===== config.mk =====
export PLATFORM = sky130hd
export DESIGN_NAME = gzip_member_header_checker_unit
export DESIGN_NICKNAME = d
export VERILOG_FILES = /design/src/gzmhc_pkg.sv /design/src/gzip_member_header_checker_unit.sv
export SDC_FILE = /design/constraint.sdc
export NUM_CORES = 1
export LEC_CHECK = 0
export BUFFER_PORTS_ARGS = -buffer_cell sky130_fd_sc_hd__buf_2
export CORE_MARGIN = 2
export CORE_UTILIZATION = 55
export CTS_CLUSTER_SIZE = 24
export DETAILED_ROUTE_END_ITERATION = 12
export PLACE_DENSITY = 0.72
export SLEW_MARGIN = 15
export SYNTH_ARGS = -nofsm -noshare
export SYNTH_HDL_FRONTEND = slang
export SYNTH_SLANG_ARGS = --single-unit
export TNS_END_PERCENT = 1

===== constraint.sdc =====
create_clock -name clk_i -period 14.87 [get_ports clk_i]
set_clock_uncertainty 0.05 [all_clocks]
set_input_delay 1.487 -clock clk_i [delete_from_list [all_inputs] [get_ports clk_i]]
set_output_delay 1.487 -clock clk_i [all_outputs]
set_load 0.02 [all_outputs]

===== src/gzmhc_pkg.sv =====
// Package with payload types and code constants for the gzip member header checker.
`default_nettype none

package gzmhc_pkg;

  typedef struct packed {
    logic [7:0] data_byte;
    logic       first;
  } gzmhc_in_t;

  typedef struct packed {
    logic [1:0]  byte_class;
    logic [7:0]  payload_byte;
    logic [3:0]  status;
    logic [31:0] trailer_crc;
    logic [31:0] trailer_isize;
    logic        member_end;
  } gzmhc_out_t;

  // Configuration register indexes.
  localparam logic CFG_MEMBER_LENGTH = 1'b0;
  localparam logic CFG_SIZE_LIMIT    = 1'b1;

  // Byte classes.
  localparam logic [1:0] CLS_HEADER  = 2'd0;
  localparam logic [1:0] CLS_PAYLOAD = 2'd1;
  localparam logic [1:0] CLS_TRAILER = 2'd2;
  localparam logic [1:0] CLS_IGNORED = 2'd3;

  // Status codes.
  localparam logic [3:0] ST_RUNNING        = 4'd0;
  localparam logic [3:0] ST_MEMBER_OK      = 4'd1;
  localparam logic [3:0] ST_HDR_INVALID    = 4'd2;
  localparam logic [3:0] ST_RSVD_FLAGS     = 4'd3;
  localparam logic [3:0] ST_XLEN_MISSING   = 4'd4;
  localparam logic [3:0] ST_EXTRA_OVERFLOW = 4'd5;
  localparam logic [3:0] ST_NAME_UNTERM    = 4'd6;
  localparam logic [3:0] ST_COMMENT_UNTERM = 4'd7;
  localparam logic [3:0] ST_HCRC_MISSING   = 4'd8;
  localparam logic [3:0] ST_DEFLATE_MISSING = 4'd9;
  localparam logic [3:0] ST_CAPACITY       = 4'd10;

  // Header constants.
  localparam logic [7:0]  GZ_ID1        = 8'h1f;
  localparam logic [7:0]  GZ_ID2        = 8'h8b;
  localparam logic [7:0]  GZ_CM_DEFLATE = 8'h08;
  localparam logic [7:0]  FLG_RESERVED  = 8'he0;
  localparam int unsigned FLG_FHCRC     = 1;
  localparam int unsigned FLG_FEXTRA    = 2;
  localparam int unsigned FLG_FNAME     = 3;
  localparam int unsigned FLG_FCOMMENT  = 4;
  localparam logic [31:0] MIN_MEMBER_LEN = 32'd18;
  localparam logic [31:0] TRAILER_LEN    = 32'd8;
  localparam logic [31:0] FIXED_LAST_POS = 32'd9;

endpackage

`default_nettype wire


===== src/gzip_member_header_checker_unit.sv =====
// Top level of the gzip member header checker: byte classifier, header walker and trailer capture.
//
// Usage: one gzip member byte enters per word on the input channel (in_valid_i/in_ready_o),
// with first set on byte 0 of each member. Every input word yields exactly one output word
// on out_valid_o/out_ready_i holding the byte class, the byte itself, the running status,
// the trailer CRC and ISIZE captures, and a flag on the member's last byte.
// member_length and size_limit are set through the write port (cfg_we_i, cfg_idx_i, cfg_data_i)
// only while no word is in flight: a rule for the user that the block does not enforce.
// Pipeline: an accepted word lands in the input register and its result is written to the
// result register once the output is free (one input register, one result register).
// Throughput: one word per cycle while the receiver does not stall; the only loop is the
// parser state, updated as a word moves from the input register to the result register.
// Reset clears both configuration registers, the parser state and both valid flags; the
// parser then expects byte 0 of a member even without first. When the receiver stalls, the
// result register holds its word, the input register fills, and in_ready_o drops until the
// output drains.
`default_nettype none

module gzip_member_header_checker_unit
  import gzmhc_pkg::*;
(
  input  wire logic        clk_i,
  input  wire logic        rst_ni,
  input  wire logic        in_valid_i,
  output logic             in_ready_o,
  input  wire gzmhc_in_t   in_data_i,
  output logic             out_valid_o,
  input  wire logic        out_ready_i,
  output gzmhc_out_t       out_data_o,
  input  wire logic        cfg_we_i,
  input  wire logic        cfg_idx_i,
  input  wire logic [31:0] cfg_data_i
);

  typedef enum logic [3:0] {
    PH_MAGIC0, PH_MAGIC1, PH_METHOD, PH_FLAGS, PH_FIXED, PH_XLEN_LO, PH_XLEN_HI,
    PH_EXTRA, PH_NAME, PH_COMMENT, PH_HCRC0, PH_HCRC1, PH_PSTART, PH_PAYLOAD,
    PH_TRAILER, PH_IGNORE
  } phase_e;

  logic [31:0] member_len_q, size_limit_q;

  logic        in_valid_q, in_valid_d;
  gzmhc_in_t   in_q;
  logic        out_valid_q, out_valid_d;
  gzmhc_out_t  out_q, out_d;
  logic        advance;

  logic [31:0] pos_q, pos_d;
  phase_e      phase_q, phase_d;
  logic [4:0]  flags_q, flags_d;
  logic [15:0] xrem_q, xrem_d;
  logic [7:0]  xlow_q, xlow_d;
  logic [31:0] crc_q, crc_d;
  logic [31:0] size_q, size_d;
  logic [3:0]  latch_q, latch_d;

  assign advance     = in_valid_q && (!out_valid_q || out_ready_i);
  assign in_ready_o  = !in_valid_q || advance;
  assign out_valid_o = out_valid_q;
  assign out_data_o  = out_q;

  always_comb begin
    in_valid_d = in_valid_q;
    if (in_valid_i && in_ready_o) begin
      in_valid_d = 1'b1;
    end else if (advance) begin
      in_valid_d = 1'b0;
    end
    out_valid_d = advance || (out_valid_q && !out_ready_i);
  end

  // Parser step for the word in the input register.
  always_comb begin : step
    logic [7:0]  b;
    logic [31:0] p;
    logic [31:0] trailer;
    logic [32:0] p_ext, tr_ext;
    logic [1:0]  cls;
    logic [3:0]  err;
    logic        finished;

    b        = in_q.data_byte;
    p        = in_q.first ? 32'd0 : pos_q;
    phase_d  = in_q.first ? PH_MAGIC0 : phase_q;
    flags_d  = in_q.first ? 5'd0 : flags_q;
    xrem_d   = in_q.first ? 16'd0 : xrem_q;
    xlow_d   = in_q.first ? 8'd0 : xlow_q;
    crc_d    = in_q.first ? 32'd0 : crc_q;
    size_d   = in_q.first ? 32'd0 : size_q;
    latch_d  = in_q.first ? ST_RUNNING : latch_q;
    trailer  = (member_len_q >= MIN_MEMBER_LEN) ? member_len_q - TRAILER_LEN : 32'd0;
    p_ext    = {1'b0, p};
    tr_ext   = {1'b0, trailer};
    cls      = CLS_IGNORED;
    err      = ST_RUNNING;
    finished = 1'b0;

    case (phase_d)
      PH_MAGIC0: begin
        if (member_len_q < MIN_MEMBER_LEN || b != GZ_ID1) err = ST_HDR_INVALID;
        else begin cls = CLS_HEADER; phase_d = PH_MAGIC1; end
      end
      PH_MAGIC1: begin
        if (b != GZ_ID2) err = ST_HDR_INVALID;
        else begin cls = CLS_HEADER; phase_d = PH_METHOD; end
      end
      PH_METHOD: begin
        if (b != GZ_CM_DEFLATE) err = ST_HDR_INVALID;
        else begin cls = CLS_HEADER; phase_d = PH_FLAGS; end
      end
      PH_FLAGS: begin
        if ((b & FLG_RESERVED) != 8'd0) err = ST_RSVD_FLAGS;
        else begin flags_d = b[4:0]; cls = CLS_HEADER; phase_d = PH_FIXED; end
      end
      PH_FIXED: begin
        cls = CLS_HEADER;
        if (p >= FIXED_LAST_POS) phase_d = PH_XLEN_LO;
      end
      default: begin
        // Fall through absent or finished optional fields, checking each bound.
        if (phase_d == PH_XLEN_LO && !flags_d[FLG_FEXTRA]) phase_d = PH_NAME;
        if (phase_d == PH_XLEN_LO && p_ext + 33'd2 > tr_ext) err = ST_XLEN_MISSING;
        if (err == ST_RUNNING && phase_d == PH_EXTRA && xrem_d == 16'd0) phase_d = PH_NAME;
        if (err == ST_RUNNING && phase_d == PH_NAME && !flags_d[FLG_FNAME])
          phase_d = PH_COMMENT;
        if (err == ST_RUNNING && phase_d == PH_NAME && p >= trailer) err = ST_NAME_UNTERM;
        if (err == ST_RUNNING && phase_d == PH_COMMENT && !flags_d[FLG_FCOMMENT])
          phase_d = PH_HCRC0;
        if (err == ST_RUNNING && phase_d == PH_COMMENT && p >= trailer)
          err = ST_COMMENT_UNTERM;
        if (err == ST_RUNNING && phase_d == PH_HCRC0 && !flags_d[FLG_FHCRC])
          phase_d = PH_PSTART;
        if (err == ST_RUNNING && phase_d == PH_HCRC0 && p_ext + 33'd2 > tr_ext)
          err = ST_HCRC_MISSING;
        if (err == ST_RUNNING && phase_d == PH_PSTART) begin
          if (p >= trailer) err = ST_DEFLATE_MISSING;
          else phase_d = PH_PAYLOAD;
        end
        if (err == ST_RUNNING && phase_d == PH_PAYLOAD && p >= trailer) phase_d = PH_TRAILER;

        if (err == ST_RUNNING) begin
          case (phase_d)
            PH_XLEN_LO: begin
              xlow_d = b; cls = CLS_HEADER; phase_d = PH_XLEN_HI;
            end
            PH_XLEN_HI: begin
              if (p_ext + 33'd1 + {17'd0, b, xlow_d} > tr_ext) err = ST_EXTRA_OVERFLOW;
              else begin xrem_d = {b, xlow_d}; cls = CLS_HEADER; phase_d = PH_EXTRA; end
            end
            PH_EXTRA: begin
              xrem_d = xrem_d - 16'd1; cls = CLS_HEADER;
            end
            PH_NAME: begin
              cls = CLS_HEADER;
              if (b == 8'd0) phase_d = PH_COMMENT;
            end
            PH_COMMENT: begin
              cls = CLS_HEADER;
              if (b == 8'd0) phase_d = PH_HCRC0;
            end
            PH_HCRC0: begin
              cls = CLS_HEADER; phase_d = PH_HCRC1;
            end
            PH_HCRC1: begin
              cls = CLS_HEADER; phase_d = PH_PSTART;
            end
            PH_PAYLOAD: begin
              cls = CLS_PAYLOAD;
            end
            PH_TRAILER: begin
              cls = CLS_TRAILER;
              if (tr_ext + 33'd4 > p_ext) crc_d = {b, crc_d[31:8]};
              else size_d = {b, size_d[31:8]};
              if (p_ext + 33'd1 >= {1'b0, member_len_q}) begin
                finished = 1'b1;
                latch_d  = (size_d > size_limit_q) ? ST_CAPACITY : ST_MEMBER_OK;
                phase_d  = PH_IGNORE;
              end
            end
            default: begin
              cls = CLS_IGNORED;
            end
          endcase
        end
      end
    endcase

    if (err != ST_RUNNING) begin
      latch_d = err;
      phase_d = PH_IGNORE;
      cls     = CLS_IGNORED;
    end

    pos_d = (p != 32'hffff_ffff) ? p + 32'd1 : p;

    out_d.byte_class    = cls;
    out_d.payload_byte  = b;
    out_d.status        = latch_d;
    out_d.trailer_crc   = crc_d;
    out_d.trailer_isize = size_d;
    out_d.member_end    = finished ||
                          (latch_d != ST_RUNNING && latch_d != ST_MEMBER_OK &&
                           member_len_q != 32'd0 && p == member_len_q - 32'd1);
  end

  always_ff @(posedge clk_i or negedge rst_ni) begin
    if (!rst_ni) begin
      member_len_q <= 32'd0;
      size_limit_q <= 32'd0;
      in_valid_q   <= 1'b0;
      in_q         <= '0;
      out_valid_q  <= 1'b0;
      out_q        <= '0;
      pos_q        <= 32'd0;
      phase_q      <= PH_MAGIC0;
      flags_q      <= 5'd0;
      xrem_q       <= 16'd0;
      xlow_q       <= 8'd0;
      crc_q        <= 32'd0;
      size_q       <= 32'd0;
      latch_q      <= ST_RUNNING;
    end else begin
      if (cfg_we_i) begin
        if (cfg_idx_i == CFG_MEMBER_LENGTH) member_len_q <= cfg_data_i;
        if (cfg_idx_i == CFG_SIZE_LIMIT) size_limit_q <= cfg_data_i;
      end
      in_valid_q  <= in_valid_d;
      out_valid_q <= out_valid_d;
      if (in_valid_i && in_ready_o) in_q <= in_data_i;
      if (advance) begin
        out_q   <= out_d;
        pos_q   <= pos_d;
        phase_q <= phase_d;
        flags_q <= flags_d;
        xrem_q  <= xrem_d;
        xlow_q  <= xlow_d;
        crc_q   <= crc_d;
        size_q  <= size_d;
        latch_q <= latch_d;
      end
    end
  end

`ifndef SYNTHESIS
  // A latched status always parks the parser.
  a_latch_parks: assert property (@(posedge clk_i) disable iff (!rst_ni)
    latch_q != ST_RUNNING |-> phase_q == PH_IGNORE)
    else $error("status latched while parser still walking");

  // The last byte of a member always carries a final status.
  a_end_has_status: assert property (@(posedge clk_i) disable iff (!rst_ni)
    out_valid_q && out_q.member_end |-> out_q.status != ST_RUNNING)
    else $error("member end without final status");

  // Once a status is known, only the closing trailer byte is still classified.
  a_class_after_status: assert property (@(posedge clk_i) disable iff (!rst_ni)
    out_valid_q && out_q.status != ST_RUNNING && out_q.byte_class != CLS_IGNORED
      |-> out_q.byte_class == CLS_TRAILER && out_q.member_end)
    else $error("byte classified after status was known");

  // A word waiting in the input register stays put until it moves on.
  a_in_hold: assert property (@(posedge clk_i) disable iff (!rst_ni)
    in_valid_q && !advance |=> in_valid_q && $stable(in_q))
    else $error("input register lost a waiting word");
`endif

endmodule

`default_nettype wire


==> results.cfg <==
[synthesis]
portion_of_the_post_synthesis_area_used_by_sequential_elements = 0.276
syn-num-nets = 2690
post_synth.cell_area_avg_um2 = 8.13
synthCells = 2430
ys.warnings.count = 0
mappedNetlistArea_um2 = 19800
synth-edff-count = 0
ys_dominant_reg_cell = sky130_fd_sc_hd__dfrtp_1
synthDistinctLibCells = 98
post_synthesis_sequential_element_count = 218
async_flop_share = 1.00

[power_and_ir_drop]
power.combinational.fraction = 0.456
net-switching-power_uw = 1180
power.share.clock = 0.253
p_int_uw = 1530
pwr_density_cell_nw_per_um2 = 126
p_leak_uw = 0.00977
switching_share = 0.436
p_seq_frac = 0.290
peakVddDrop_uv = 109

[hold_path]
min_from = out_data_o[73]
timing.hold.worst.class = flip-flop to flip-flop
min_to = out_data_o[73]
min_delay_path_depth = 2

[worst_setup_path]
timing.critical_path.arrival_ns = 9.69
timing.critical_path.from_type = flip-flop
path_class = flip-flop to flip-flop
critical_path.reg2reg.endpoint = out_data_o[0]
worstSetupEndpointType = flip-flop
crit_required_ns = 15.26
regToRegStartpoint = member_len_q[3]
ff2ff_setup_slack_ns = 5.57
critical_path.max_fanout = 40
cpMostUsedCell = sky130_fd_sc_hd__nand3_1
critPathSlowestCell = sky130_fd_sc_hd__nor2_4
cpPeakStageDelay_ns = 0.92
r2r_cells = 34

[die]
floorplan.io_pins = 128
die_h_um = 194
floorplan.initialDensity = 0.557
row_count = 69
core-area_um2 = 35500
die_area_um2 = 37400
dieWidth_um = 194

[placement]
dpl_cell_area_um2 = 20700
globalplace.congestion = 1.07
dp_hpwl_mm = 55.8
io_buffer_count = 127

[sta]
final-setup-viol-count = 0
grt_setup_unrepaired = no
hold_violations = 0
max_freq_ghz = 0.108
tightestPinTransition_ns = 1.24
maxSlewViolCount = 0
min_period_over_period = 0.625
slew_headroom = 0.165
min_period_ns = 9.30
finalSetupTns_ns = 0

[final_layout]
layout.filler_cells = 3147
nNetsFinal = 2749
layout_commonest_cell = sky130_fd_sc_hd__nand2_1
layout.area.seq_um2 = 5460
final_area_um2 = 21600
layout_cells_sized_above_1 = 0.118
flow.area_growth_from_synthesis_pct = 9.25
multi_input_comb_area_um2 = 13100
final_cell_mix = sky130_fd_sc_hd__nand2_1, sky130_fd_sc_hd__dfrtp_1, sky130_fd_sc_hd__ha_1

[cts]
ctsHoldBuffers = 0
tritoncts.num_buffers = 25
max_h_tree_level = 1
cts_post_setup_buffers_inserted = 0
path_clk_slew_ns = 0.07
clk_latency_ns = 0.57
post_cts_resized = 0
tritoncts = done
root_buffer = sky130_fd_sc_hd__clkbuf_16
clkSinkCount = 218
buffers_from_clock_root_to_sink_at_most = 3

[grt]
first_global_vias = 18568
grt-ovfl-total = 0
global_route.usage.total = 0.376
grt_start_max_net_pins = 111
grt_first_pass_wirelength_mm = 110
initial_antenna_violation_count = 4

[routing]
drt-pass1-iter-count = 8
drt_iter0_markers = 1848
routed_wirelength_mm = 71.8
detailed_route_drc_error_count = 0
route.detailed.wl_per_inst_um = 24.2
drt.antenna.violating_nets = 0
via_count = 19196
routed_via_density = 6.46

[run_status]
status = finished clean

[job]
max-cap-violations = 0
[state kept, by name (all words and copies together), names as in the netlist]
| name | cells |
|---|---|
| crc_q | 32 |
| member_len_q | 32 |
| pos_q | 32 |
| size_limit_q | 32 |
| size_q | 32 |
| xrem_q | 16 |
| out_data_o | 11 |
| step.b | 8 |
| xlow_q | 8 |
| flags_q | 4 |
| latch_q | 4 |
| phase_q | 4 |
| in_q | 1 |
| in_valid_q | 1 |
| out_valid_o | 1 |
[cell families after synthesis]
family                   share of synthesized area
AO/OA/AOI/OAI                                0.173
AND/OR/NAND/NOR                              0.234
flip-flops                                   0.276
multiplexers                                0.0430
XOR/XNOR                                    0.0780
buffers and inverters                       0.0595
adder cells (fa/ha/maj)                      0.136
[layer usage]
| layer | vias to the layer above | GRT usage | part of all wire |
|---|---|---|---|
| met5 | - | 0 | 0.00018 |
| met2 | 1011 | 0.604 | 0.45 |
| met4 | 2 | 0.162 | 0.049 |
| li1 | 8815 | - | - |
| met1 | 9154 | 0.490 | 0.40 |
| met3 | 214 | 0.0811 | 0.096 |
[power groups by stage]
stage / registers, uW / logic (uW) / clock network [uW]
floorplan: 749 / 851 / 0
global placement: 789 / 1170 / 0
detailed placement: 790 / 1190 / 0
CTS: 781 / 1200 / 691
global route: 795 / 1340 / 716
finish: 787 / 1240 / 686
[layout make-up]
type	instances	share of cell area
Antenna cell	2	0.000232
Timing Repair Buffer	152	0.0395
Inverter	175	0.0304
Multi-Input combinational cell	1917	0.609
Clock buffer	32	0.0311
Clock inverter	13	0.00997
Tap cell	461	0.0267
Sequential cell	218	0.253
[cells in the mapped netlist (23+ instances only)]
cell | n | area [um^2]
sky130_fd_sc_hd__a21oi_1 | 100 | 500
sky130_fd_sc_hd__nand3_1 | 99 | 495
sky130_fd_sc_hd__clkbuf_1 | 81 | 304
sky130_fd_sc_hd__dfrtp_1 | 218 | 5460
sky130_fd_sc_hd__ha_1 | 212 | 2650
sky130_fd_sc_hd__nor2b_1 | 30 | 188
sky130_fd_sc_hd__nor4_1 | 44 | 275
sky130_fd_sc_hd__nor2_1 | 178 | 668
sky130_fd_sc_hd__mux2_2 | 47 | 529
sky130_fd_sc_hd__xnor2_1 | 155 | 1360
sky130_fd_sc_hd__inv_1 | 168 | 631
sky130_fd_sc_hd__nor3_1 | 69 | 345
sky130_fd_sc_hd__or2_2 | 23 | 144
sky130_fd_sc_hd__a21o_1 | 33 | 248
sky130_fd_sc_hd__nand2_1 | 272 | 1020
sky130_fd_sc_hd__mux2i_1 | 32 | 320
sky130_fd_sc_hd__o21ai_0 | 170 | 851
sky130_fd_sc_hd__nand4_1 | 71 | 444
[worst max-delay path by stage]
stage | end | from | cells past startpoint | slack [ns]
global route | out_data_o[0] | member_len_q[3] | 34 | 4.96
global placement | out_data_o[0] | member_len_q[3] | 34 | 5.90
CTS | out_data_o[0] | member_len_q[3] | 34 | 5.73
detailed placement | out_data_o[0] | member_len_q[3] | 34 | 5.77
floorplan | out_data_o[0] | member_len_q[3] | 36 | 7.24
finish | out_data_o[0] | member_len_q[3] | 34 | 5.57
[worst max-delay path: cells and delay by family (launching register included)]
kind	cells	cell delay, ns
compound gates	9	1.85
xor+xnor	1	0.09
fa+ha+maj	3	1.08
buf+inv	2	0.57
flops	1	0.51
mux	1	0.32
simple gates	18	4.71
[per-stage QoR]
stage          instances  utilization  setup WS, ns  power [uW]  hold slack, ns
3_3_place_gp        2922        0.582          5.90        1960           0.411
3_5_place_dp        2922        0.582          5.77        1980           0.419
5_1_grt             2968        0.608          4.96        2850           0.458
4_1_cts             2967        0.607          5.73        2670           0.433
2_1_floorplan       2430            -          7.24        1600           0.416
6_report            2970        0.608          5.57        2710           0.429
No activity file was read; power rests on OpenSTA's default activity.
